--- src/design/bthu_pkg.sv ---
// Shared constants, codes and types of the breakpoint table halt unit.
package bthu_pkg;

  localparam int MAX_BREAKPOINTS = 16;
  localparam int SLOT_W          = $clog2(MAX_BREAKPOINTS);
  localparam int COUNT_W         = $clog2(MAX_BREAKPOINTS + 1);

  localparam int MARGIN_W        = 20;
  localparam int CFG_IDX_W       = 1;
  localparam logic [MARGIN_W-1:0] RESET_MARGIN = 20'd1000;

  // register indexes
  localparam logic [CFG_IDX_W-1:0] CFG_ATTACHED = 1'd0;
  localparam logic [CFG_IDX_W-1:0] CFG_MARGIN   = 1'd1;

  // commands
  localparam logic [2:0] OP_ADD    = 3'd0;
  localparam logic [2:0] OP_REMOVE = 3'd1;
  localparam logic [2:0] OP_SET_EN = 3'd2;
  localparam logic [2:0] OP_CLEAR  = 3'd3;
  localparam logic [2:0] OP_TICK   = 3'd4;

  // condition kinds
  localparam logic [2:0] KIND_ADDR   = 3'd0;
  localparam logic [2:0] KIND_TIME   = 3'd1;
  localparam logic [2:0] KIND_CYCLES = 3'd2;
  localparam logic [2:0] KIND_FRAMES = 3'd3;
  localparam logic [2:0] KIND_JAM    = 3'd4;

  // result status
  localparam logic [1:0] ST_OK    = 2'd0;
  localparam logic [1:0] ST_FULL  = 2'd1;
  localparam logic [1:0] ST_RANGE = 2'd2;

  // field widths of the stream payloads
  localparam int IN_DATA_W  = 288;
  localparam int OUT_DATA_W = 16;

  typedef struct packed {
    logic [63:0] value;
    logic [2:0]  kind;
    logic        en;
  } entry_t;

  typedef struct packed {
    logic [2:0]         op;
    logic [COUNT_W-1:0] at;
    logic               flag;
    logic [2:0]         kind;
    logic [63:0]        value;
  } cmd_t;

  typedef struct packed {
    logic        sync;
    logic [15:0] addr;
    logic [63:0] cycles;
    logic [63:0] frames;
    logic [63:0] time_us;
    logic        jammed;
  } tick_t;

endpackage

--- src/design/bthu_pick.sv ---
// Priority pick of the lowest matching cell.
module bthu_pick (
  input  logic [bthu_pkg::MAX_BREAKPOINTS-1:0] match,
  output logic                                 found,
  output logic [bthu_pkg::SLOT_W-1:0]          slot
);

  // scan from the top so the lowest index wins
  always_comb begin
    found = 1'b0;
    slot  = '0;
    for (int i = bthu_pkg::MAX_BREAKPOINTS - 1; i >= 0; i--) begin
      if (match[i]) begin
        found = 1'b1;
        slot  = bthu_pkg::SLOT_W'(i);
      end
    end
  end

endmodule

--- config.mk ---
export PLATFORM = sky130hd
export DESIGN_NAME = bthu_pick
export DESIGN_NICKNAME = d
export VERILOG_FILES = /design/src/design/bthu_pkg.sv /design/src/design/bthu_pick.sv
export SDC_FILE = /design/constraint.sdc
export NUM_CORES = 1
export LEC_CHECK = 0
export BUFFER_PORTS_ARGS = -buffer_cell sky130_fd_sc_hd__buf_2
export CORE_AREA = 2 2 39 41
export DETAILED_ROUTE_END_ITERATION = 10
export DIE_AREA = 0 0 41 43
export SLEW_MARGIN = 30
export SYNTH_ARGS = -nofsm -noshare
export SYNTH_HDL_FRONTEND = slang
export SYNTH_SLANG_ARGS = --single-unit
--- constraint.sdc ---
create_clock -name vclk -period 1.7
set_input_delay 0.425 -clock vclk [all_inputs]
set_output_delay 0.425 -clock vclk [all_outputs]
set_load 0.01 [all_outputs]
Word level (Yosys, flattened, before mapping) --
Cells that the tools add are included.
Storage, ports and cells: input port bits 16, bits in registers 0
Operators by class: muxes and demuxes 32
Operators with widths (number):
- $mux W4 | 16
- $mux W1 | 16

Depth between registers and ports, before layout --
Gate-level depths: netlist of run 1.
depth after elaboration 16, mapped depth 4, mapped depth without buffers 4

Worst setup path after synthesis of run 1 --
Ideal clock, no wire load.
kind in2out, from input match[7] (netlist name), to output slot[3] (netlist name), data required time 1.275 ns, arrival 1.088 ns, slack 0.187 ns, stages 2, buffers on the path 0, path through nor4_2 nor3b_1
On the way: cells in the longest elaborated chain, start to end 8
Ends and longest elaborated chain:
- from (decl) | line bthu_pick.sv:3 | input logic [bthu_pkg::MAX_BREAKPOINTS-1:0] match,
- $mux W4 (8 in a row) | line bthu_pick.sv:13 | if (match[i]) begin
- to (decl) | line bthu_pick.sv:5 | output logic [bthu_pkg::SLOT_W-1:0] slot
No other way between the ends.

Worst setup path after layout of run 1 --
from input match[14] (netlist name), to output slot[0] (netlist name)
On the way: cells in the longest elaborated chain, start to end 15
Ends and longest elaborated chain (line):
- $mux W4 (15 in a row) | bthu_pick.sv:13
No other way between the ends.

==> metrics.md, run 1 <==
| Metric | Value |
|---|---|
| Status | `complete, but fails checks` |
| Violated checks | `negative setup slack` |
| Routed WL | `758 um` |
| Total gr overflow | `0` |
| DRC Markers | `0` |
| Max IR drop VDD | `0.0000734 V` |
| Placed Area | `319 um2` |
| Syn-to-layout area delta | `108%` |
| Sequential-to-total area share from yosys stat | `0%` |
| Die span in x | `41 um` |
| Total power | `0.0738 mW` |
| Syn avg cell area | `5.42 um2` |
| Synth warn | `0` |
| Least-Margin Pin Slew | `0.287 ns` |
| FF+latch area | `0 um2` |
| Top cell type's share of synthesized area | `14.7%` |
| Maximum capacitance violations | `0` |
| Final Hold Viols | `0` |
| Cell Area, Synth | `179 um2` |
| Worst-path fanout max | `2` |
| Min-Delay Startpoint | `match[0]` |
| Setup Buffers After CTS | `0` |
| TNS Setup | `-0.0131 ns` |
| Crit path kind | `in2out` |
| N_diodes | `0` |
| Avg Vias per Cell | `4.51` |
| Final Instance Area | `373 um2` |
| # IOs | `21` |
| Final setup margin | `-0.0131 ns` |
| Die Y | `43 um` |
| Layout cells sized above 1 | `55.4%` |
| Rows | `14` |
| Routed len/inst | `10.5 um` |
| Post-CTS Hold Buffers | `0` |
| 1st-pass router iterations | `2` |
| WHS Path Cells | `3` |
| Vias in the first global route | `261` |
| Commonest non-fill, non-tap cells in the layout | `19 x buf_2, 6 x nor2_1, 5 x nand2_1, 4 x a21oi_1, 3 x inv_1` |
| Pre-CTS setup slack | `-0.0540 ns` |
| Initial Util | `12.9%` |
| Clock period minus worst slack | `1.71 ns` |
| Slew headroom | `80.7%` |
| DRT antenna net count | `0` |
| Mapped Cells | `33` |
| Nature of the critical path startpoint | `input port` |
| Fin crit share | `101%` |
| GRT Util Overall | `7.89%` |
| Via count | `325` |
| Final #Nets | `74` |
| LEAKAGE | `0.171 nW` |
| Unrepaired setup endpoints after global routing | `yes` |
| Clock buffer cells | `0` |
| FMAX | `584 MHz` |
| Num sequential | `0` |
| Most common cell after layout, fill and taps aside | `buf_2` |
| Die Area | `1760 um2` |
| Hold Path End | `slot[0]` |
| Global-route wire length before repair | `1060 um` |
| WP data required | `1.27 ns` |
| Setup Viol. Count Final | `1` |
| Top cell type by total area after synthesis | `nor2_1` |
| Most area-consuming cells after synthesis | `nor2_1 15%, nor4_2 14%, a21oi_1 11%` |
| PortBufs | `21` |
| 1st-iter DRT viols | `2` |
| GPL Wtd Cong | `0.674` |
| Mapped Nets | `49` |
| Core area | `1380 um2` |
| Largest net degree at the start of global routing | `5` |
| Final Max Slew Viols | `0` |
| Hold Crit Class | `in2out` |
| P per Cell Area | `198 nW/um2` |
| Post-detail-place hpwl | `608 um` |
| CP Capture Type | `output port` |
| Final hold slack | `1.14 ns` |
| Critical path arrival | `1.29 ns` |
| Distinct cell type count after synthesis | `16` |
| Initial antenna violation count | `0` |
[repair_timing]
item / CTS / global route
cloned: 0 / 0
pin swaps: 4 / 1
gates resized for setup: 2 / 10
setup endpoints to repair: 2 / 4
[report_power, final]
group | switching (mW) | internal [mW]
logic | 0.0379 | 0.0359
registers | 0 | 0
clock network | 0 | 0
total | 0.0379 | 0.0359
[worst max path at each step]
stage               startpoint      end  slack [ns]  depth (start not counted)
floorplan             match[7]  slot[3]        0.19                          2
global placement     match[10]    found       -0.01                          5
detailed placement   match[10]    found       -0.05                          5
CTS                  match[11]    found       0.004                          5
global route         match[14]  slot[0]       -0.07                          6
finish               match[14]  slot[0]       -0.01                          6
[metal layers]
| layer | global-route usage (%) | wire (um) | share of wire, % | vias to the layer above |
|---|---|---|---|---|
| met3 | 0 | 66 | 8.7 | 0 |
| met4 | 0 | 0 | 0 | 0 |
| met2 | 13.4 | 356 | 47 | 15 |
| met5 | 0 | 0 | 0 | - |
| li1 | - | - | - | 167 |
| met1 | 11.4 | 335 | 44 | 143 |
[synthesized netlist by cell type]
library cell / number
a21oi_1: 4
a31oi_1: 1
and3_1: 1
inv_1: 3
nand2_1: 5
nand3_1: 1
nand4_1: 1
nor2_1: 7
nor2b_1: 1
nor3_1: 2
nor3b_1: 1
nor4_2: 2
o21ai_0: 1
o22ai_1: 1
o311a_2: 1
o31ai_1: 1
[cell type report]
| type | count | area, um2 |
|---|---|---|
| Fill cell | 154 | 1010 |
| Inverter | 3 | 11.3 |
| Multi-Input combinational cell | 30 | 205 |
| Timing Repair Buffer | 23 | 136 |
| Tap cell | 16 | 20.0 |
[through the flow]
step                      std cells  utilization, %
final                            72            26.9
after global placement           72            23.1
after detailed placement         72            23.1
after global routing             72            26.9
after CTS                        72            23.9
after floorplan                  33               -
[worst max-delay path, stage by stage]
cell,delay (ns)
buf_2,0.12
inv_1,0.05
a21oi_1,0.06
o311a_2,0.35
o22ai_2,0.13
buf_2,0.15
[cells by family (layout without fill, tap and decap cells)]
group                  after synthesis  in the layout  share of synthesized area (%)
AOI/OAI and AO/OA                    9              9                           31.5
and+or+nand+nor                     21             21                           62.2
buffers and inverters                3             26                           6.29
(Power assumes the default switching activity.)
==> run 2, diff against run 1 <==
- ABC_AREA: default -> 1
==> metrics.md, run 2 <==
| Metric | Value |
|---|---|
| Status | `complete, but fails checks` |
| Violated checks | `negative setup slack` |
| Filler cells | `176` |
| Final Max Slew Viols | `0` |
| Rows | `14` |
| Finished Core Util | `27.1%` |
| Wl on met1 | `233 um` |
| FMAX | `550 MHz` |
| Placed Cells | `87` |
| Least-Margin Pin Slew | `0.211 ns` |
| Flop pwr share | `0%` |
| Syn-to-layout area delta | `79.6%` |
| Final Hold Viols | `0` |
| Num sequential | `0` |
| Synth top cells by count | `15 x nand2_1, 9 x inv_1, 6 x inv_2, 5 x nand3_1, 5 x nor2_1` |
| # IOs | `21` |
| Via count | `351` |
| Final #Nets | `89` |
| Top cell type's share of synthesized area | `26.9%` |
| Setup Buffers After CTS | `0` |
| GRT Util Overall | `7.09%` |
| LEAKAGE | `0.233 nW` |
| Final setup margin | `-0.117 ns` |
| Routed len/inst | `7.09 um` |
| Most area-consuming cells after synthesis | `nand2_1 27%, inv_1 16%, nand3_1 12%` |
| GPL Wtd Cong | `0.697` |
| Metal3 WL | `53 um` |
| Post-detail-place hpwl | `526 um` |
| Commonest non-fill, non-tap cells in the layout | `20 x buf_2, 15 x nand2_1, 8 x inv_1, 7 x inv_2, 5 x nor2_1` |
| Maximum capacitance violations | `0` |
| Psw | `0.0373 mW` |
| Pre-CTS setup slack | `-0.148 ns` |
| Unrepaired setup endpoints after global routing | `yes` |
| Sequential-to-total area share from yosys stat | `0%` |
| Distinct cell type count after synthesis | `11` |
| Clock period minus worst slack | `1.82 ns` |
| Die Area | `1760 um2` |
| Fin crit share | `107%` |
| TNS Setup | `-0.228 ns` |
| P per Cell Area | `188 nW/um2` |
| Most common cell after layout, fill and taps aside | `buf_2` |
| Cell-internal power | `0.0331 mW` |
| 1st-pass router iterations | `4` |
| Worst-path fanout max | `2` |
| Cell Area, Synth | `209 um2` |
| Hold Crit Class | `in2out` |
| Largest net degree at the start of global routing | `4` |
| Syn avg cell area | `4.26 um2` |
| PortBufs | `21` |
| Mapped Cells | `49` |
| Global-route wire length before repair | `959 um` |
| Critical path arrival | `1.39 ns` |
| Worst path cell trace | `buf_6, inv_2, nand2_1, nand2_1, nand2_1, nand2_1, nand2_1, nand2_1, nand2_1, nand2_1, nand2_1, nand2_1, nand2_1, nand2_1, nand2_1, a21oi_2, buf_2` |
| Top cell type by total area after synthesis | `nand2_1` |
| CP top delay family | `simple AND/OR/NAND/NOR gates` |
| Setup Viol. Count Final | `2` |
| Combinational share of power | `100.0%` |
| Avg Vias per Cell | `4.03` |
| 1st-iter DRT viols | `2` |
| Clock buffer cells | `0` |
| DRC Markers | `0` |
| Die Y | `43 um` |
| Die span in x | `41 um` |
| Initial Util | `15.1%` |
| DRT antenna net count | `0` |
| Most numerous cell in the Yosys netlist | `nand2_1` |
| Crit path kind | `in2out` |
| Total gr overflow | `0` |
| Sw Share | `53.0%` |
| Slew headroom | `85.8%` |
| FF+latch area | `0 um2` |
| Total power | `0.0704 mW` |
| Finished Layout Cells | `87` |
| Most frequent CP cell | `nand2_1` |
| Clock power share | `0%` |
| Mapped Nets | `65` |
| Core area | `1380 um2` |
| Vias in the first global route | `285` |
| Synth warn | `0` |
| Layout cells sized above 1 | `47.9%` |
| Nature of the critical path startpoint | `input port` |
| Placed Area | `342 um2` |
| Routed WL | `617 um` |
| N_diodes | `0` |
| Slowest cell on the critical path | `buf_2` |
| CP Capture Type | `output port` |
| Wire length on met2 | `330 um` |
| Max incr delay on CP | `0.13 ns` |
| WP data required | `1.27 ns` |
| Initial antenna violation count | `0` |
| Crit path buf inv count | `3` |
| DR top layer | `met3` |
| Final Instance Area | `375 um2` |
| Final hold slack | `1.13 ns` |
| Max IR drop VDD | `0.0000372 V` |
## run 2: changes by cell type after synthesis, sizes merged, moves of 2 or more
cell	delta
nand2	+10
nor2	-2
nand3	+4
inv	+12
## run 2: kinds of logic (layout without fill, tap and decap cells)
kind of cell,Yosys count,in the layout,synth area share [%]
AO/OA/AOI/OAI,3,3,8.98
buffers and inverters,15,37,26.9
AND/OR/NAND/NOR,31,31,64.1
## run 2: power by group through the flow
stage	sequential, mW	combinational (mW)	clock (mW)
6_report	0	0.0704	0
5_1_grt	0	0.0814	0
4_1_cts	0	0.0673	0
3_5_place_dp	0	0.0633	0
3_3_place_gp	0	0.0622	0
2_1_floorplan	0	0.0325	0
## run 2: worst paths after layout
path                       from  endpoint  slack, ns  cells past startpoint
worst max-delay path  match[14]   slot[0]      -0.12                     17
worst min-delay path   match[0]   slot[0]       1.13                      3
## run 2: routing by layer
layer	GRT usage [%]	vias to the layer above
met4	0	0
met3	0	0
li1	-	193
met2	13.4	10
met5	0	-
met1	8.86	148
## run 2: layout make-up
cell class | count | area [um2] | share of cell area (%)
Multi-Input combinational cell | 34 | 180 | 48.0
Tap cell | 16 | 20.0 | 5.33
Timing Repair Buffer | 22 | 119 | 31.7
Inverter | 15 | 56.3 | 15.0
## run 2: what timing repair did
item | in CTS | in global routing
setup endpoints to repair | 4 | 4
hold buffers | 0 | 0
pin swaps | 5 | 3
gates resized for setup | 4 | 3
==> run 3, diff against run 2 <==
- BUFFER_PORTS_ARGS: -buffer_cell sky130_fd_sc_hd__buf_2 -> -buffer_cell sky130_fd_sc_hd__clkbuf_2
==> metrics.md, run 3 (same netlist as run 2, synthesis figures left out) <==
| Metric | Value |
|---|---|
| Unrepaired setup endpoints after global routing | `yes` |
| Maximum capacitance violations | `0` |
| Nature of the critical path startpoint | `input port` |
| 1st-pass router iterations | `2` |
| Finished Layout Cells | `89` |
| Final Instance Area | `389 um2` |
| Setup Viol. Count Final | `5` |
| Min-Delay Startpoint | `match[1]` |
| Filler cells | `175` |
| Hold Path End | `slot[1]` |
| Final #Nets | `91` |
| Total gr overflow | `0` |
| Most common cell after layout, fill and taps aside | `clkbuf_2` |
| Final setup margin | `-0.110 ns` |
| Hold Crit Class | `in2out` |
| Psw | `0.0374 mW` |
| DRT antenna net count | `0` |
| N_diodes | `0` |
| PortBufs | `21` |
| Routed len/inst | `6.89 um` |
| Combinational share of power | `100.0%` |
| Status | `complete, but fails checks` |
| WHS Path Cells | `3` |
| Die Area | `1760 um2` |
| DRC Markers | `0` |
| Multi-input gate area | `175 um2` |
| Flop pwr share | `0%` |
| Clock period minus worst slack | `1.81 ns` |
| Commonest non-fill, non-tap cells in the layout | `18 x clkbuf_2, 15 x nand2_1, 8 x inv_1, 7 x inv_2` |
| Avg Vias per Cell | `3.98` |
| Routed WL | `613 um` |
| Via count | `354` |
| Largest net degree at the start of global routing | `4` |
| Post-CTS Hold Buffers | `0` |
| Syn-to-layout area delta | `86.2%` |
| Violated checks | `negative setup slack` |
| Core area | `1380 um2` |
| Crit path kind | `in2out` |
| FMAX | `552 MHz` |
| Die span in x | `41 um` |
| Least-Margin Pin Slew | `0.210 ns` |
| CP Capture Type | `output port` |
| Initial antenna violation count | `0` |
| GRT Util Overall | `6.99%` |
| Fin crit share | `106%` |
| Vias in the first global route | `289` |
| Die Y | `43 um` |
| P per Cell Area | `190 nW/um2` |
| Slew headroom | `85.9%` |
| Clock buffer cells | `0` |
| Placed Cells | `88` |
| 1st-iter DRT viols | `1` |
| Rows | `14` |
| TNS Setup | `-0.358 ns` |
| FF+latch area | `0 um2` |
| Total power | `0.0738 mW` |
| Final Max Slew Viols | `0` |
| Cell-internal power | `0.0364 mW` |
| Final Hold Viols | `0` |
| Global-route wire length before repair | `938 um` |
| Clock power share | `0%` |
| LEAKAGE | `0.246 nW` |
| Finished Core Util | `28.1%` |
| Sw Share | `50.7%` |
| # IOs | `21` |
| Worst-path fanout max | `2` |
| Initial Util | `15.1%` |
| GPL Wtd Cong | `0.703` |
| Num sequential | `0` |
| Pre-CTS setup slack | `-0.136 ns` |
| WP data required | `1.27 ns` |
| Final hold slack | `1.12 ns` |
| Critical path arrival | `1.39 ns` |
| Placed Area | `349 um2` |
| Max IR drop VDD | `0.0000325 V` |
| Post-detail-place hpwl | `525 um` |
| Layout cells sized above 1 | `47.9%` |
## run 3: cell count changes in the layout (fill, tap and decap cells not counted)
cell      before  now
buf_2         20    2
buf_4          1    2
buf_6          1    2
clkbuf_2       0   18
nand3_1        4    5
nand3_2        1    0
## run 3: cell type report
type | count | share of cell area, %
inverter | 15 | 14.5
multi-input combinational | 34 | 45.0
tap | 16 | 5.14
timing repair buffer | 24 | 35.4
## run 3: worst max path at each step
stage                          from  endpoint  slack, ns  cells past startpoint
after floorplan           match[14]   slot[0]       0.11                     15
after global placement    match[14]   slot[0]      -0.11                     17
after detailed placement  match[14]   slot[0]      -0.14                     17
after CTS                 match[14]   slot[0]      -0.14                     17
after global routing      match[14]   slot[0]      -0.23                     17
final                     match[14]   slot[0]      -0.11                     17
## run 3: metal layers
layer  share of wire [%]  global-route usage, %  vias to the layer above  wire length (um)
met2                  51                   13.1                       10               315
met1                  44                   8.86                      148               270
li1                    -                      -                      196                 -
met3                 4.6                      0                        0                28
met4                   0                      0                        0                 0
met5                   0                      0                        -                 0
## run 3: what timing repair did
action,in CTS,in global routing
gates resized for setup,1,8
pin swaps,2,2
setup endpoints to repair,4,4
buffers inserted,0,1
## run 3: critical path, stage by stage
cell     delay, ns
buf_6         0.09
inv_2         0.03
nand2_1       0.04
nand2_1       0.05
nand2_1       0.05
nand2_1       0.05
nand2_1       0.04
nand2_1       0.05
nand2_1       0.05
nand2_1       0.05
nand2_1       0.04
nand2_1       0.05
nand2_1       0.04
nand2_1       0.05
nand2_1       0.06
a21oi_2       0.10
buf_2         0.14
## run 3: power by group through the flow
stage | Sequential, mW | Combinational (mW) | Clock, mW
global route | 0 | 0.0832 | 0
finish | 0 | 0.0738 | 0
detailed placement | 0 | 0.0650 | 0
CTS | 0 | 0.0661 | 0
global placement | 0 | 0.0639 | 0
floorplan | 0 | 0.0325 | 0
