**src/design/bthu_pkg.sv**
```systemverilog
// Shared constants, codes and types of the breakpoint table halt unit.
package bthu_pkg;

  localparam int MAX_BREAKPOINTS = 16;
  localparam int SLOT_W          = $clog2(MAX_BREAKPOINTS);
  localparam int COUNT_W         = $clog2(MAX_BREAKPOINTS + 1);

  localparam int MARGIN_W        = 20;
  localparam int CFG_IDX_W       = 1;
  localparam logic [MARGIN_W-1:0] RESET_MARGIN = 20'd1000;

  // register indexes
  localparam logic [CFG_IDX_W-1:0] CFG_ATTACHED = 1'd0;
  localparam logic [CFG_IDX_W-1:0] CFG_MARGIN   = 1'd1;

  // commands
  localparam logic [2:0] OP_ADD    = 3'd0;
  localparam logic [2:0] OP_REMOVE = 3'd1;
  localparam logic [2:0] OP_SET_EN = 3'd2;
  localparam logic [2:0] OP_CLEAR  = 3'd3;
  localparam logic [2:0] OP_TICK   = 3'd4;

  // condition kinds
  localparam logic [2:0] KIND_ADDR   = 3'd0;
  localparam logic [2:0] KIND_TIME   = 3'd1;
  localparam logic [2:0] KIND_CYCLES = 3'd2;
  localparam logic [2:0] KIND_FRAMES = 3'd3;
  localparam logic [2:0] KIND_JAM    = 3'd4;

  // result status
  localparam logic [1:0] ST_OK    = 2'd0;
  localparam logic [1:0] ST_FULL  = 2'd1;
  localparam logic [1:0] ST_RANGE = 2'd2;

  // field widths of the stream payloads
  localparam int IN_DATA_W  = 288;
  localparam int OUT_DATA_W = 16;

  typedef struct packed {
    logic [63:0] value;
    logic [2:0]  kind;
    logic        en;
  } entry_t;

  typedef struct packed {
    logic [2:0]         op;
    logic [COUNT_W-1:0] at;
    logic               flag;
    logic [2:0]         kind;
    logic [63:0]        value;
  } cmd_t;

  typedef struct packed {
    logic        sync;
    logic [15:0] addr;
    logic [63:0] cycles;
    logic [63:0] frames;
    logic [63:0] time_us;
    logic        jammed;
  } tick_t;

endpackage

```
**src/design/bthu_cell.sv**
```systemverilog
// One table cell: holds one breakpoint, shifts from its upper neighbor, evaluates its match.
module bthu_cell (
  input  logic                           clk,
  input  logic                           exec,
  input  logic [bthu_pkg::SLOT_W-1:0]    cell_idx,
  input  logic [bthu_pkg::COUNT_W-1:0]   used_count,
  input  bthu_pkg::cmd_t                 cmd,
  input  bthu_pkg::tick_t                tick,
  input  logic [bthu_pkg::MARGIN_W-1:0]  margin,
  input  bthu_pkg::entry_t               nbr_in,
  output bthu_pkg::entry_t               entry_out,
  output logic                           match_out
);

  bthu_pkg::entry_t entry_r, entry_nxt;
  logic             match_r, match_nxt;
  logic             hit;
  logic [bthu_pkg::COUNT_W-1:0] idx;
  logic [bthu_pkg::COUNT_W-1:0] idx_plus1;
  logic             in_use;
  logic             at_ok;

  assign idx       = bthu_pkg::COUNT_W'(cell_idx);
  assign idx_plus1 = idx + bthu_pkg::COUNT_W'(1);
  assign in_use    = idx < used_count;
  assign at_ok     = cmd.at < used_count;

  // condition of the stored entry against the current tick
  always_comb begin
    unique case (entry_r.kind)
      bthu_pkg::KIND_ADDR:   hit = tick.sync && (entry_r.value == {48'd0, tick.addr});
      bthu_pkg::KIND_TIME:   hit = (tick.time_us >= entry_r.value) &&
                                   ((tick.time_us - entry_r.value) >= {44'd0, margin});
      bthu_pkg::KIND_CYCLES: hit = tick.cycles == entry_r.value;
      bthu_pkg::KIND_FRAMES: hit = tick.frames == entry_r.value;
      bthu_pkg::KIND_JAM:    hit = tick.jammed;
      default:               hit = 1'b0;
    endcase
  end

  // entry update per command
  always_comb begin
    entry_nxt = entry_r;
    match_nxt = match_r;
    if (exec) begin
      unique case (cmd.op)
        bthu_pkg::OP_ADD: begin
          if (idx == used_count) begin
            entry_nxt.value = cmd.value;
            entry_nxt.kind  = cmd.kind;
            entry_nxt.en    = 1'b1;
          end
        end
        bthu_pkg::OP_REMOVE: begin
          if (at_ok && idx >= cmd.at && idx_plus1 < used_count) begin
            entry_nxt = nbr_in;
          end
        end
        bthu_pkg::OP_SET_EN: begin
          if (at_ok && idx == cmd.at) begin
            entry_nxt.en = cmd.flag;
          end
        end
        bthu_pkg::OP_TICK: begin
          match_nxt = entry_r.en && in_use && hit;
        end
        default: begin
        end
      endcase
    end
  end

  always_ff @(posedge clk) begin
    entry_r <= entry_nxt;
    match_r <= match_nxt;
  end

  assign entry_out = entry_r;
  assign match_out = match_r;

endmodule

```
**config.mk**
```make
export PLATFORM = sky130hd
export DESIGN_NAME = bthu_cell
export DESIGN_NICKNAME = d
export VERILOG_FILES = /design/src/design/bthu_pkg.sv /design/src/design/bthu_cell.sv
export SDC_FILE = /design/constraint.sdc
export NUM_CORES = 1
export LEC_CHECK = 0
export BUFFER_PORTS_ARGS = -buffer_cell sky130_fd_sc_hd__buf_2
export CAP_MARGIN = 20
export CORE_AREA = 10 10 168 170
export CTS_CLUSTER_SIZE = 14
export DETAILED_ROUTE_END_ITERATION = 16
export DIE_AREA = 0 0 178 180
export PLACE_DENSITY = 0.75
export SETUP_SLACK_MARGIN = 0.4
export SYNTH_ARGS = -nofsm -noshare
export SYNTH_HDL_FRONTEND = slang
export SYNTH_SLANG_ARGS = --single-unit
export TNS_END_PERCENT = 30
```
**constraint.sdc**
```tcl
create_clock -name clk -period 10.64 [get_ports clk]
set_input_delay 2.128 -clock clk [delete_from_list [all_inputs] [get_ports clk]]
set_output_delay 2.128 -clock clk [all_outputs]
set_load 0.01 [all_outputs]
```
* After elaboration in Yosys (flattened, before gate mapping)
Cells that the tools add are included.
** Operators by class
- Add/subtract/negate cells :: 2
- Magnitude comparators :: 6
- Eq/ne operators :: 15
- Multiplexer cells :: 6
- Reductions and logical operators :: 14
** Operators by type and width (number)
- $mux 68 :: 2
- $pmux 67 s2 :: 1
- $eq 64x64->1 :: 2
- $eq 64x16->1 :: 1
- $ge 64x20->1 :: 1
- $ge 64x64->1 :: 1
- $sub 64x64->64 :: 1
- $eq 4x5->1 :: 2
- $lt 5x5->1 :: 2
- $eq 3x2->1 const B :: 3
- $logic_and 1x1->1 :: 7
- $eq 3x1->1 const B :: 2
- $eq 3x3->1 const B :: 2
- $logic_not 3->1 :: 2
- $ne 2x2->1 const B :: 3
- $add 4x1->5 const B :: 1
- $ge 4x5->1 :: 1
- $lt 4x5->1 :: 1
- $pmux 1 s5 :: 1
- $reduce_and 5->1 :: 1
- $reduce_and 4->1 :: 1
- $pmux 1 s3 :: 1
- $reduce_bool 3->1 :: 1
- $reduce_and 2->1 :: 1
- 2 further kinds :: 2
** Word-level totals
- Register bits :: 69
- Bits of input ports :: 385
- Output and inout bits :: 69
- Logic and storage cells :: 47

* Logic depth before layout (Yosys ltp)
Gate-level depths: netlist (run 1).
- Word-level depth :: 5
- Mapped depth :: 22
- Depth with buffers taken out :: 22

* Least setup slack after synthesis (run 1)
OpenSTA, ideal clock, no wires.
- Path kind :: input to register
- From :: in cell_idx[0] (netlist name)
- To :: reg entry_r (netlist bit entry_out[10]) (enable)
- Library setup time :: 0.680 ns
- Arrival time :: 10.459 ns
- Data required time :: 9.960 ns
- Setup slack :: -0.498 ns
- Stages :: 9
- Path through :: ha_1 ha_1 nor2b_1 o21a_1 o21a_1 o21ai_0 nand3_1 mux2_2 nor4b_1
** On the way
- Longest elaborated chain between the ends :: 5
- Elaborated cells between the ends (all ways) :: 9
- Those cells by class :: add/sub: 1; order compare: 2; eq/ne: 3; reduce/logical: 3
** RTL lines
- start: declaration :: line bthu_cell.sv:5 : input logic [bthu_pkg::SLOT_W-1:0] cell_idx,
- $add 4x1->5 / $ge 4x5->1 (equally long branches) :: line bthu_cell.sv:24, bthu_cell.sv:55
- $lt 5x5->1 / $logic_and 1x1->1 (equally long branches) :: line bthu_cell.sv:55 : if (at_ok && idx >= cmd.at && idx_plus1 < used_count) begin
- $logic_and 1x1->1 :: line bthu_cell.sv:55
- $ne 2x2->1 (no source line)
- $reduce_and 4->1 (no source line) *
- end signal: assignment :: line bthu_cell.sv:74 : entry_r <= entry_nxt;
- end: declaration :: line bthu_cell.sv:15 : bthu_pkg::entry_t entry_r, entry_nxt;
Mark *: on every way between the ends. The rest lies on a longest branch, timed or not.
A chain may end at the register's enable or synchronous reset.

* Worst setup path in the final report (run 1)
- From :: in tick[3] (netlist name)
- To :: reg match_r, in the netlist match_out (data pin)
** On the way
- Longest elaborated chain between the ends :: 5
- Elaborated cells between the ends (all ways) :: 6
- Those cells by class :: add/sub: 1; order compare: 2; mux: 1; reduce/logical: 2
** RTL lines
- start: declaration :: line bthu_cell.sv:8 : input bthu_pkg::tick_t tick,
- $sub 64x64->64 :: line bthu_cell.sv:33 : ((tick.time_us - entry_r.value) >= {44'd0, margin});
- $ge 64x20->1 :: line bthu_cell.sv:33
- $logic_and 1x1->1 * :: line bthu_cell.sv:32 : bthu_pkg::KIND_TIME: hit = (tick.time_us >= entry_r.value) &&
- $pmux 1 s5 * :: line bthu_cell.sv:30 : unique case (entry_r.kind)
- $logic_and 1x1->1 * :: line bthu_cell.sv:65 : match_nxt = entry_r.en && in_use && hit;
- end signal: assignment :: line bthu_cell.sv:75 : match_r <= match_nxt;
- end: declaration :: line bthu_cell.sv:16 : logic match_r, match_nxt;
Marks and branches as above.

==> results.sh, run 1 <==
export IMPL_clk_pin_slew_worst_paths_ns=0.06
export IMPL_hold_path_class="register to register"
export IMPL_grt_pass1_wl_um=86800
export IMPL_synth_largest_area_cell="edfxtp_1"
export IMPL_start_util_pct=41.8
export IMPL_grt_ovfl_total=0
export IMPL_max_stage_delay_ns=0.53
export IMPL_crit_type="input pin to register"
export IMPL_io_buffers=453
export IMPL_drive_above_1_share_pct=33.0
export IMPL_finish_utilization_pct=53.2
export IMPL_netlist_area_leader_share_pct=19.9
export IMPL_rsz0062_at_grt="no"
export IMPL_setup_viol_count_final=0
export IMPL_hold_ws_ns=1.01
export IMPL_p_int_uw=678
export IMPL_ys_top_cells_by_count="inv_1 (113), ha_1 (102), a21oi_1 (99)"
export IMPL_die_w_um=178
export IMPL_period_minus_slack_ns=7.22
export IMPL_cts_sinks=69
export IMPL_grt_max_degree=68
export IMPL_via_per_inst=6.35
export IMPL_hold_viol_final=0
export IMPL_netlist_area_um2=10400
export IMPL_regToRegSetupSlack_ns=4.66
export IMPL_synth_most_common_cell="inv_1"
export IMPL_power_leakage_uw=0.00593
export IMPL_r2r_cells=20
export IMPL_worstPathRequired_ns=10.71
export IMPL_worst_pin_slew_ns=0.909
export IMPL_syn_nets=1766
export IMPL_fin_cells=2040
export IMPL_yosysSeqAreaShare_pct=19.9
export IMPL_vdd_drop_max_mv=0.0915
export IMPL_synth_edff_count=69
export IMPL_drcViolationCount=0
export IMPL_final_nets=2182
export IMPL_cts_buffer_depth=2
export IMPL_cts_tree="done"
export IMPL_final_period_utilization_pct=67.9
export IMPL_wire_per_inst_um=30.0
export IMPL_worstPathArrival_ns=7.29
export IMPL_cts_setup_buffers=0
export IMPL_post_dp_cell_area_um2=12900
export IMPL_io_pins=454
export IMPL_hold_depth=4
export IMPL_antenna_found_initial=12
export IMPL_final_area_um2=13200
export IMPL_start_kind="input pin"
export IMPL_timing_fmax_ghz=0.138
export IMPL_wirelength_um=61200
export IMPL_cts_root_buf="clkbuf_16"
export IMPL_ant_nets=0
export IMPL_worstPathCellList="buf_2 -> ha_1 -> o211ai_1 -> a21oi_1 -> o311ai_1 -> nand2_1 -> a21boi_0 -> xnor2_1 -> ha_1 -> a21oi_1 -> o32ai_1 -> a311oi_2 -> nand3_1 -> or4_1 -> a311o_1 -> or4_1 -> nor4_2 -> nand4_1 -> nor3_1 -> a41oi_1"
export IMPL_core_area_um2=24900
export IMPL_placementRows=58
export IMPL_slew_headroom_pct=39.4
export IMPL_ys_warnings_count=0
export IMPL_cpMaxStageDelayCell="o311ai_1"
export IMPL_place_inst=2012
export IMPL_dieHeight_um=180
export IMPL_first_pass_iters=6
export IMPL_final_setup_tns_ns=0
export IMPL_fin_skew_ns=0.00658
export IMPL_cp_max_fo=6
export IMPL_p_clk_share_pct=30.8
export IMPL_grtUsageTotal_pct=36.4
export IMPL_dieArea_um2=32000
export IMPL_h_tree_depth=3
export IMPL_synth_seq_cells=69
export IMPL_synth_main_ff_cell="edfxtp_1"
export IMPL_synth_area_per_cell_um2=8.15
export IMPL_outcome="completed"
export IMPL_vias=13000
export IMPL_slew_violations=0
export IMPL_cellPowerDensity_nw_per_um2=78.2
export IMPL_drt_initial_drc_count=1527
export IMPL_switchingPower_uw=356
export IMPL_synthArstFlopShare_pct=0
export IMPL_worstSetupEndpointType="register"
export IMPL_combPwrFrac_pct=39.1
export IMPL_cts_resized_gates=0
export IMPL_place_gp_congestion=1.02
export IMPL_ctsHoldBuffers=0
export IMPL_cts_made_buffers=9
export IMPL_dp_hpwl_um=53400
export IMPL_worstSkewPairLatency_ns=0.34
export IMPL_synth_cells=1278
export IMPL_yosysUniqueCellTypes=83
export IMPL_p_sw_share_pct=34.4
export IMPL_synth_area_leaders="edfxtp_1 (20%), ha_1 (12%), mux2_2 (7.8%), xnor2_1 (4.9%), a21oi_1 (4.8%)"
export IMPL_area_growth_pct=27.1
export IMPL_seq_power_share_pct=30.1
export IMPL_cap_violations=0
export IMPL_grt_pass1_vias=12800
-- flip-flops by register name (all words and copies together), names as in the netlist --
| name | cells |
|---|---|
| entry_out | 68 |
| match_out | 1 |
-- through the flow --
stage                     setup WS, ns  power (uW)
after floorplan                   2.83         533
after global routing              3.19        1070
after detailed placement          3.17         706
final                             3.42        1030
after CTS                         3.50        1020
after global placement            3.30         707
-- power by group through the flow --
stage	sequential [uW]	clock, uW	combinational, uW
2_1_floorplan	315	0	218
6_report	312	318	404
5_1_grt	311	328	433
3_5_place_dp	317	0	390
3_3_place_gp	317	0	390
4_1_cts	311	318	393
-- cell type report --
cell class                      instances  area [um2]
Antenna cell                           12        30.0
Inverter                              113         424
Clock buffer                           10         229
Tap cell                              330         413
Timing Repair Buffer                  457        2300
Multi-Input combinational cell       1044        7690
Sequential cell                        69        2070
Clock inverter                          5        76.3
Fill cell                            2397       11700
-- cells in the final DEF (no fill, tap or decap), types with 44 or more instances in the layout --
cell	Yosys	layout
a21oi_1	99	99
buf_2	17	453
ha_1	102	102
xnor2_1	58	58
inv_1	113	113
o21ai_0	68	68
nand4_1	54	54
mux2i_1	44	44
edfxtp_1	69	69
mux2_2	72	72
nand2_1	89	89
nor2_1	65	64
-- layer usage --
layer / vias up / track usage (%) / share of wire (%)
met2: 864 / 58.1 / 46
met3: 169 / 8.26 / 9.5
met1: 6242 / 44.5 / 38
met5: - / 0 / 0.033
li1: 5687 / - / -
met4: 2 / 19.3 / 5.6
-- path summary, 6_finish.rpt --
check                                            start             endpoint
worst min-delay path            entry_out[0]$_DFFE_PP_  match_out$_DFFE_PP_
worst min register to register  entry_out[0]$_DFFE_PP_  match_out$_DFFE_PP_
worst max-delay path                           tick[3]  match_out$_DFFE_PP_
worst max register to register  entry_out[6]$_DFFE_PP_  match_out$_DFFE_PP_
-- worst max-delay path, delay by kind of cell --
| kind | cells | cell delay, ns |
|---|---|---|
| xor+xnor | 1 | 0.18 |
| fa+ha+maj | 2 | 0.65 |
| buf+inv | 1 | 0.11 |
| simple gates | 7 | 1.94 |
| compound gates | 9 | 2.27 |
-- logic make-up after synthesis --
family | share of synthesized area (%)
fa+ha+maj | 12.5
mux | 12.1
flops | 19.9
compound gates | 23.0
xor+xnor | 7.57
simple gates | 18.5
buf+inv | 6.50
Note: power is estimated with default switching activity, not from simulation.
==> run 2, diff against run 1 <==
- CORE_AREA: 10 10 168 170 -> 10 10 166 168
- DIE_AREA: 0 0 178 180 -> 0 0 176 178
- PLACE_DENSITY: 0.75 -> 0.74
- clock period: 10.64 -> 7 ns (I/O delays scaled with it)
==> run 2 against run 1 <==
  * Critical path depth rose by 3
  * Sequential power rose by 52%
  * Setup slack got worse by 2.7 ns
  * Largest power group unchanged
  * Highest routed layer unchanged
==> results.sh, run 2 (synthesis results as in run 1) <==
export IMPL_outcome="completed"
export IMPL_largest_register_ffs=68
export IMPL_drt_initial_drc_count=1543
export IMPL_switchingPower_uw=549
export IMPL_start_util_pct=43.2
export IMPL_fin_skew_ns=0.00765
export IMPL_slew_headroom_pct=32.6
export IMPL_wire_per_inst_um=29.5
export IMPL_via_per_inst=6.32
export IMPL_ant_nets=0
export IMPL_final_period_utilization_pct=89.4
export IMPL_io_pins=454
export IMPL_cts_setup_buffers=0
export IMPL_final_common_cell="buf_2"
export IMPL_combPwrFrac_pct=38.1
export IMPL_r2r_end="match_out$_DFFE_PP_"
export IMPL_rsz0062_at_grt="no"
export IMPL_hold_path_class="register to register"
export IMPL_die_w_um=176
export IMPL_cts_buffer_depth=2
export IMPL_p_sw_share_pct=34.6
export IMPL_core_area_um2=24100
export IMPL_slew_violations=0
export IMPL_dieArea_um2=31300
export IMPL_placementRows=57
export IMPL_vias=12900
export IMPL_worstSetupEndpointType="register"
export IMPL_cellPowerDensity_nw_per_um2=119
export IMPL_cts_tree="done"
export IMPL_h_tree_depth=3
export IMPL_regToRegSetupSlack_ns=1.19
export IMPL_area_growth_pct=27.6
export IMPL_cts_made_buffers=9
export IMPL_crit_path_start="tick[1]"
export IMPL_r2r_start="entry_out[6]$_DFFE_PP_"
export IMPL_place_inst=2008
export IMPL_fin_cells=2046
export IMPL_final_setup_tns_ns=0
export IMPL_drive_above_1_share_pct=33.2
export IMPL_drcViolationCount=0
export IMPL_cap_violations=0
export IMPL_grtUsageTotal_pct=36.3
export IMPL_final_cell_mix="buf_2 (453), inv_1 (113), ha_1 (102)"
export IMPL_cp_max_fo=4
export IMPL_ctsHoldBuffers=0
export IMPL_finish_utilization_pct=55.1
export IMPL_worst_pin_slew_ns=1.01
export IMPL_io_buffers=453
export IMPL_p_clk_share_pct=32.0
export IMPL_timing_fmax_ghz=0.160
export IMPL_worstSkewPairLatency_ns=0.34
export IMPL_final_nets=2183
export IMPL_hold_viol_final=0
export IMPL_period_minus_slack_ns=6.26
export IMPL_crit_end="match_out$_DFFE_PP_"
export IMPL_grt_max_degree=68
export IMPL_dieHeight_um=178
export IMPL_start_kind="input pin"
export IMPL_vdd_drop_max_mv=0.135
export IMPL_setup_viol_count_final=0
export IMPL_hold_ws_ns=0.938
export IMPL_antenna_found_initial=24
export IMPL_worstPathRequired_ns=7.07
export IMPL_crit_type="input pin to register"
export IMPL_first_pass_iters=6
export IMPL_wirelength_um=60400
export IMPL_grt_ovfl_total=0
export IMPL_seq_power_share_pct=29.9
export IMPL_grt_pass1_wl_um=84300
export IMPL_place_gp_congestion=1.06
export IMPL_r2r_cells=20
export IMPL_grt_pass1_vias=12800
export IMPL_worstPathArrival_ns=6.32
export IMPL_cts_resized_gates=0
export IMPL_cts_root_buf="clkbuf_16"
export IMPL_dp_hpwl_um=52500
export IMPL_power_leakage_uw=0.00595
export IMPL_cts_sinks=69
export IMPL_clk_pin_slew_worst_paths_ns=0.07
export IMPL_p_int_uw=1040
-- run 2: worst min path at each step --
stage | from | endpoint | depth (start not counted)
floorplan | entry_out[0]$_DFFE_PP_ | match_out$_DFFE_PP_ | 4
global placement | entry_out[0]$_DFFE_PP_ | match_out$_DFFE_PP_ | 4
detailed placement | entry_out[0]$_DFFE_PP_ | match_out$_DFFE_PP_ | 4
CTS | entry_out[0]$_DFFE_PP_ | match_out$_DFFE_PP_ | 4
global route | entry_out[0]$_DFFE_PP_ | match_out$_DFFE_PP_ | 4
finish | entry_out[0]$_DFFE_PP_ | match_out$_DFFE_PP_ | 4
-- run 2: layer usage --
layer / vias up / track usage [%] / part of all wire, %
met5: - / 0 / 0.12
met4: 10 / 20.4 / 5.9
met3: 207 / 11.8 / 11
met2: 922 / 57.8 / 45
met1: 6079 / 42.6 / 37
li1: 5706 / - / -
-- run 2: worst max-delay path, stage by stage --
cell and delay (ns):
buf_2 0.10, inv_1 0.09, ha_1 0.17, inv_1 0.06, fa_1 0.43, a21o_1 0.21, a221oi_2 0.32, or4_1 0.24
nand2_1 0.12, a21oi_1 0.25, xnor2_1 0.15, ha_1 0.26, nand2_1 0.07, o32ai_1 0.10, a311oi_2 0.20, nand3_1 0.09
or4_1 0.51, a311o_1 0.33, or4_1 0.48, nor4_2 0.15, nand4_1 0.15, nor3_1 0.29, a41oi_1 0.15
-- run 2: cell type report --
class | instances | area (um2)
Clock inverter | 7 | 97.6
Clock buffer | 9 | 225
Timing Repair Buffer | 458 | 2320
Multi-Input combinational cell | 1044 | 7690
Tap cell | 324 | 405
Fill cell | 2376 | 10800
Sequential cell | 69 | 2070
Antenna cell | 22 | 55.1
Inverter | 113 | 424
-- run 2: power groups by stage --
stage | clock [uW] | sequential, uW | combinational, uW
2_1_floorplan | 0 | 478 | 332
3_3_place_gp | 0 | 481 | 582
3_5_place_dp | 0 | 481 | 583
4_1_cts | 506 | 473 | 587
5_1_grt | 523 | 473 | 649
6_report | 508 | 474 | 604
-- run 2: stage by stage --
stage / total power, uW / setup slack, ns / cell area [um2]
floorplan: 810 / 1.19 / 10400
global placement: 1060 / 0.576 / 12900
detailed placement: 1060 / 0.467 / 12900
CTS: 1570 / 0.805 / 13200
global route: 1650 / 0.427 / 13300
finish: 1590 / 0.744 / 13300
==> run 3, diff against run 2 <==
==> constraint.sdc (replaced) <==
create_clock -name clk -period 5.85 [get_ports clk]
set_input_delay 1.4625 -clock clk [delete_from_list [all_inputs] [get_ports clk]]
set_output_delay 1.4625 -clock clk [all_outputs]
set_load 0.01 [all_outputs]
==> run 3 against run 2 <==
  * Hold slack gained 0.095 ns
  * Sequential cell count stayed put
  * Clock-buffer cell count is 1 higher
  * Critical path depth stayed put
  * Setup slack lost 0.57 ns
  * Critical endpoint unchanged
  * Largest cell class unchanged
  * Largest power group unchanged
==> results.sh, run 3 (synthesis results as in run 1) <==
export IMPL_wl_met2_um=28900
export IMPL_final_cell_mix="buf_2 (452), inv_1 (111), ha_1 (98)"
export IMPL_dieArea_um2=31300
export IMPL_dieHeight_um=178
export IMPL_vias=13300
export IMPL_drt_initial_drc_count=1556
export IMPL_cp_common_cell="or4_4"
export IMPL_final_common_cell="buf_2"
export IMPL_h_tree_depth=3
export IMPL_worstPathArrival_ns=5.76
export IMPL_hold_depth=4
export IMPL_finish_utilization_pct=58.0
export IMPL_start_kind="input pin"
export IMPL_final_nets=2254
export IMPL_grt_ovfl_total=0
export IMPL_io_pins=454
export IMPL_final_period_utilization_pct=97.1
export IMPL_r2r_cells=21
export IMPL_crit_family="simple AND/OR/NAND/NOR gates"
export IMPL_cts_buffer_depth=2
export IMPL_slew_violations=0
export IMPL_drive_above_1_share_pct=37.2
export IMPL_worstPathCellList="buf_6 -> inv_12 -> ha_4 -> inv_2 -> fa_2 -> a21o_1 -> a221oi_2 -> or4_4 -> nand2_4 -> a21oi_4 -> xnor2_2 -> ha_1 -> nand2_1 -> o32ai_2 -> a311oi_2 -> nand3_1 -> or4_1 -> a311o_1 -> or4_4 -> nor4_4 -> nand4_1 -> nor3_2 -> a41oi_1"
export IMPL_r2r_end="match_out$_DFFE_PP_"
export IMPL_start_util_pct=43.2
export IMPL_wire_per_inst_um=29.5
export IMPL_antenna_found_initial=15
export IMPL_die_w_um=176
export IMPL_max_stage_delay_ns=0.43
export IMPL_worstSkewPairLatency_ns=0.35
export IMPL_worstSetupEndpointType="register"
export IMPL_dp_hpwl_um=53900
export IMPL_area_growth_pct=34.4
export IMPL_hold_path_class="register to register"
export IMPL_crit_type="input pin to register"
export IMPL_final_setup_tns_ns=0
export IMPL_power_leakage_uw=0.00631
export IMPL_regToRegSetupSlack_ns=0.72
export IMPL_cap_violations=0
export IMPL_largest_register_ffs=68
export IMPL_rsz0062_at_grt="yes"
export IMPL_met1_length_um=23800
export IMPL_worst_pin_slew_ns=1.03
export IMPL_hold_path_end="match_out$_DFFE_PP_"
export IMPL_final_seq_area_um2=2070
export IMPL_clk_pin_slew_worst_paths_ns=0.07
export IMPL_slew_headroom_pct=31.2
export IMPL_outcome="completed"
export IMPL_cts_root_buf="clkbuf_16"
export IMPL_setup_viol_count_final=0
export IMPL_cellPowerDensity_nw_per_um2=140
export IMPL_ant_nets=0
export IMPL_cpMaxStageDelayCell="or4_4"
export IMPL_cts_sinks=69
export IMPL_fin_skew_ns=0.0155
export IMPL_crit_buf_inv=3
export IMPL_grt_pass1_wl_um=87500
export IMPL_hp_start="entry_out[0]$_DFFE_PP_"
export IMPL_grt_max_degree=59
export IMPL_timing_fmax_ghz=0.176
export IMPL_via_per_inst=6.31
export IMPL_ctsHoldBuffers=0
export IMPL_place_gp_congestion=1.03
export IMPL_multiInputGateArea_um2=7860
export IMPL_first_pass_iters=5
export IMPL_grt_pass1_vias=13100
export IMPL_wl_met3_um=6380
export IMPL_hold_viol_final=0
export IMPL_placementRows=57
export IMPL_io_buffers=453
export IMPL_core_area_um2=24100
export IMPL_worstPathRequired_ns=5.93
export IMPL_cts_tree="done"
export IMPL_maxUsedRoutingLayer="met4"
export IMPL_drcViolationCount=0
export IMPL_cp_max_fo=3
export IMPL_r2r_start="entry_out[18]$_DFFE_PP_"
export IMPL_period_minus_slack_ns=5.68
export IMPL_fill_cells=2339
export IMPL_grtUsageTotal_pct=37.7
export IMPL_vdd_drop_max_mv=0.157
export IMPL_cts_made_buffers=9
export IMPL_wirelength_um=62300
## run 3: cell types whose count changed in the layout (fill, tap and decap cells not counted), moves of 3 or more
cell and change:
buf_4 +71, diode_2 -4, ha_1 -4, ha_4 +4, o21ai_0 -3, o21ai_1 +3
## run 3: tightest hold or removal path, cell delays in order, from the launching register on
cell,delay (ns)
edfxtp_1,0.41
o2111ai_1,0.10
a21oi_1,0.06
o21ai_0,0.22
a41oi_1,0.07
## run 3: timing repair
action	4_1_cts	5_1_grt
pin swaps	20	15
buffers inserted	0	3
endpoints found under the setup margin	1	1
resized for setup	12	6
## run 3: worst max path at each step
stage	cells after the start	slack, ns	startpoint	end
2_1_floorplan	22	0.15	tick[1]	match_out$_DFFE_PP_
3_3_place_gp	23	-0.27	tick[1]	match_out$_DFFE_PP_
3_5_place_dp	23	-0.33	tick[1]	match_out$_DFFE_PP_
4_1_cts	23	0.20	tick[1]	match_out$_DFFE_PP_
5_1_grt	23	0.03	tick[1]	match_out$_DFFE_PP_
6_report	23	0.17	tick[1]	match_out$_DFFE_PP_
## run 3: where the power goes
group	switching (uW)	leakage, uW	total [uW]	internal [uW]
logic	434	0.00553	781	347
registers	11.7	0.000625	565	553
clock network	245	0.000157	619	374
total	691	0.00631	1970	1270
## run 3: layout make-up
class	instances	area share (%)
well taps	324	2.90
diodes	18	0.322
flip-flops and latches	69	14.8
clock inverters	6	0.626
multi-input cells	1044	56.2
repair buffers	529	20.4
clock buffers	10	1.64
inverters	113	3.12
## run 3: metrics by stage
step / total power (uW) / cell area (um2) / instances / setup slack (ns) / hold WS (ns)
after floorplan: 975 / 10500 / 1278 / 0.150 / 0.816
after global placement: 1310 / 13500 / 2076 / -0.274 / 0.982
after CTS: 1940 / 13900 / 2092 / 0.196 / 1.00
after global routing: 2030 / 14000 / 2106 / 0.0261 / 1.05
final: 1970 / 14000 / 2113 / 0.170 / 1.03
after detailed placement: 1320 / 13500 / 2076 / -0.331 / 0.991
## run 3: layer usage
layer | global-route usage, % | vias up
met5 | 0 | -
met4 | 16.9 | 0
met3 | 9.01 | 185
met2 | 61.8 | 931
met1 | 46.1 | 6376
li1 | - | 5848
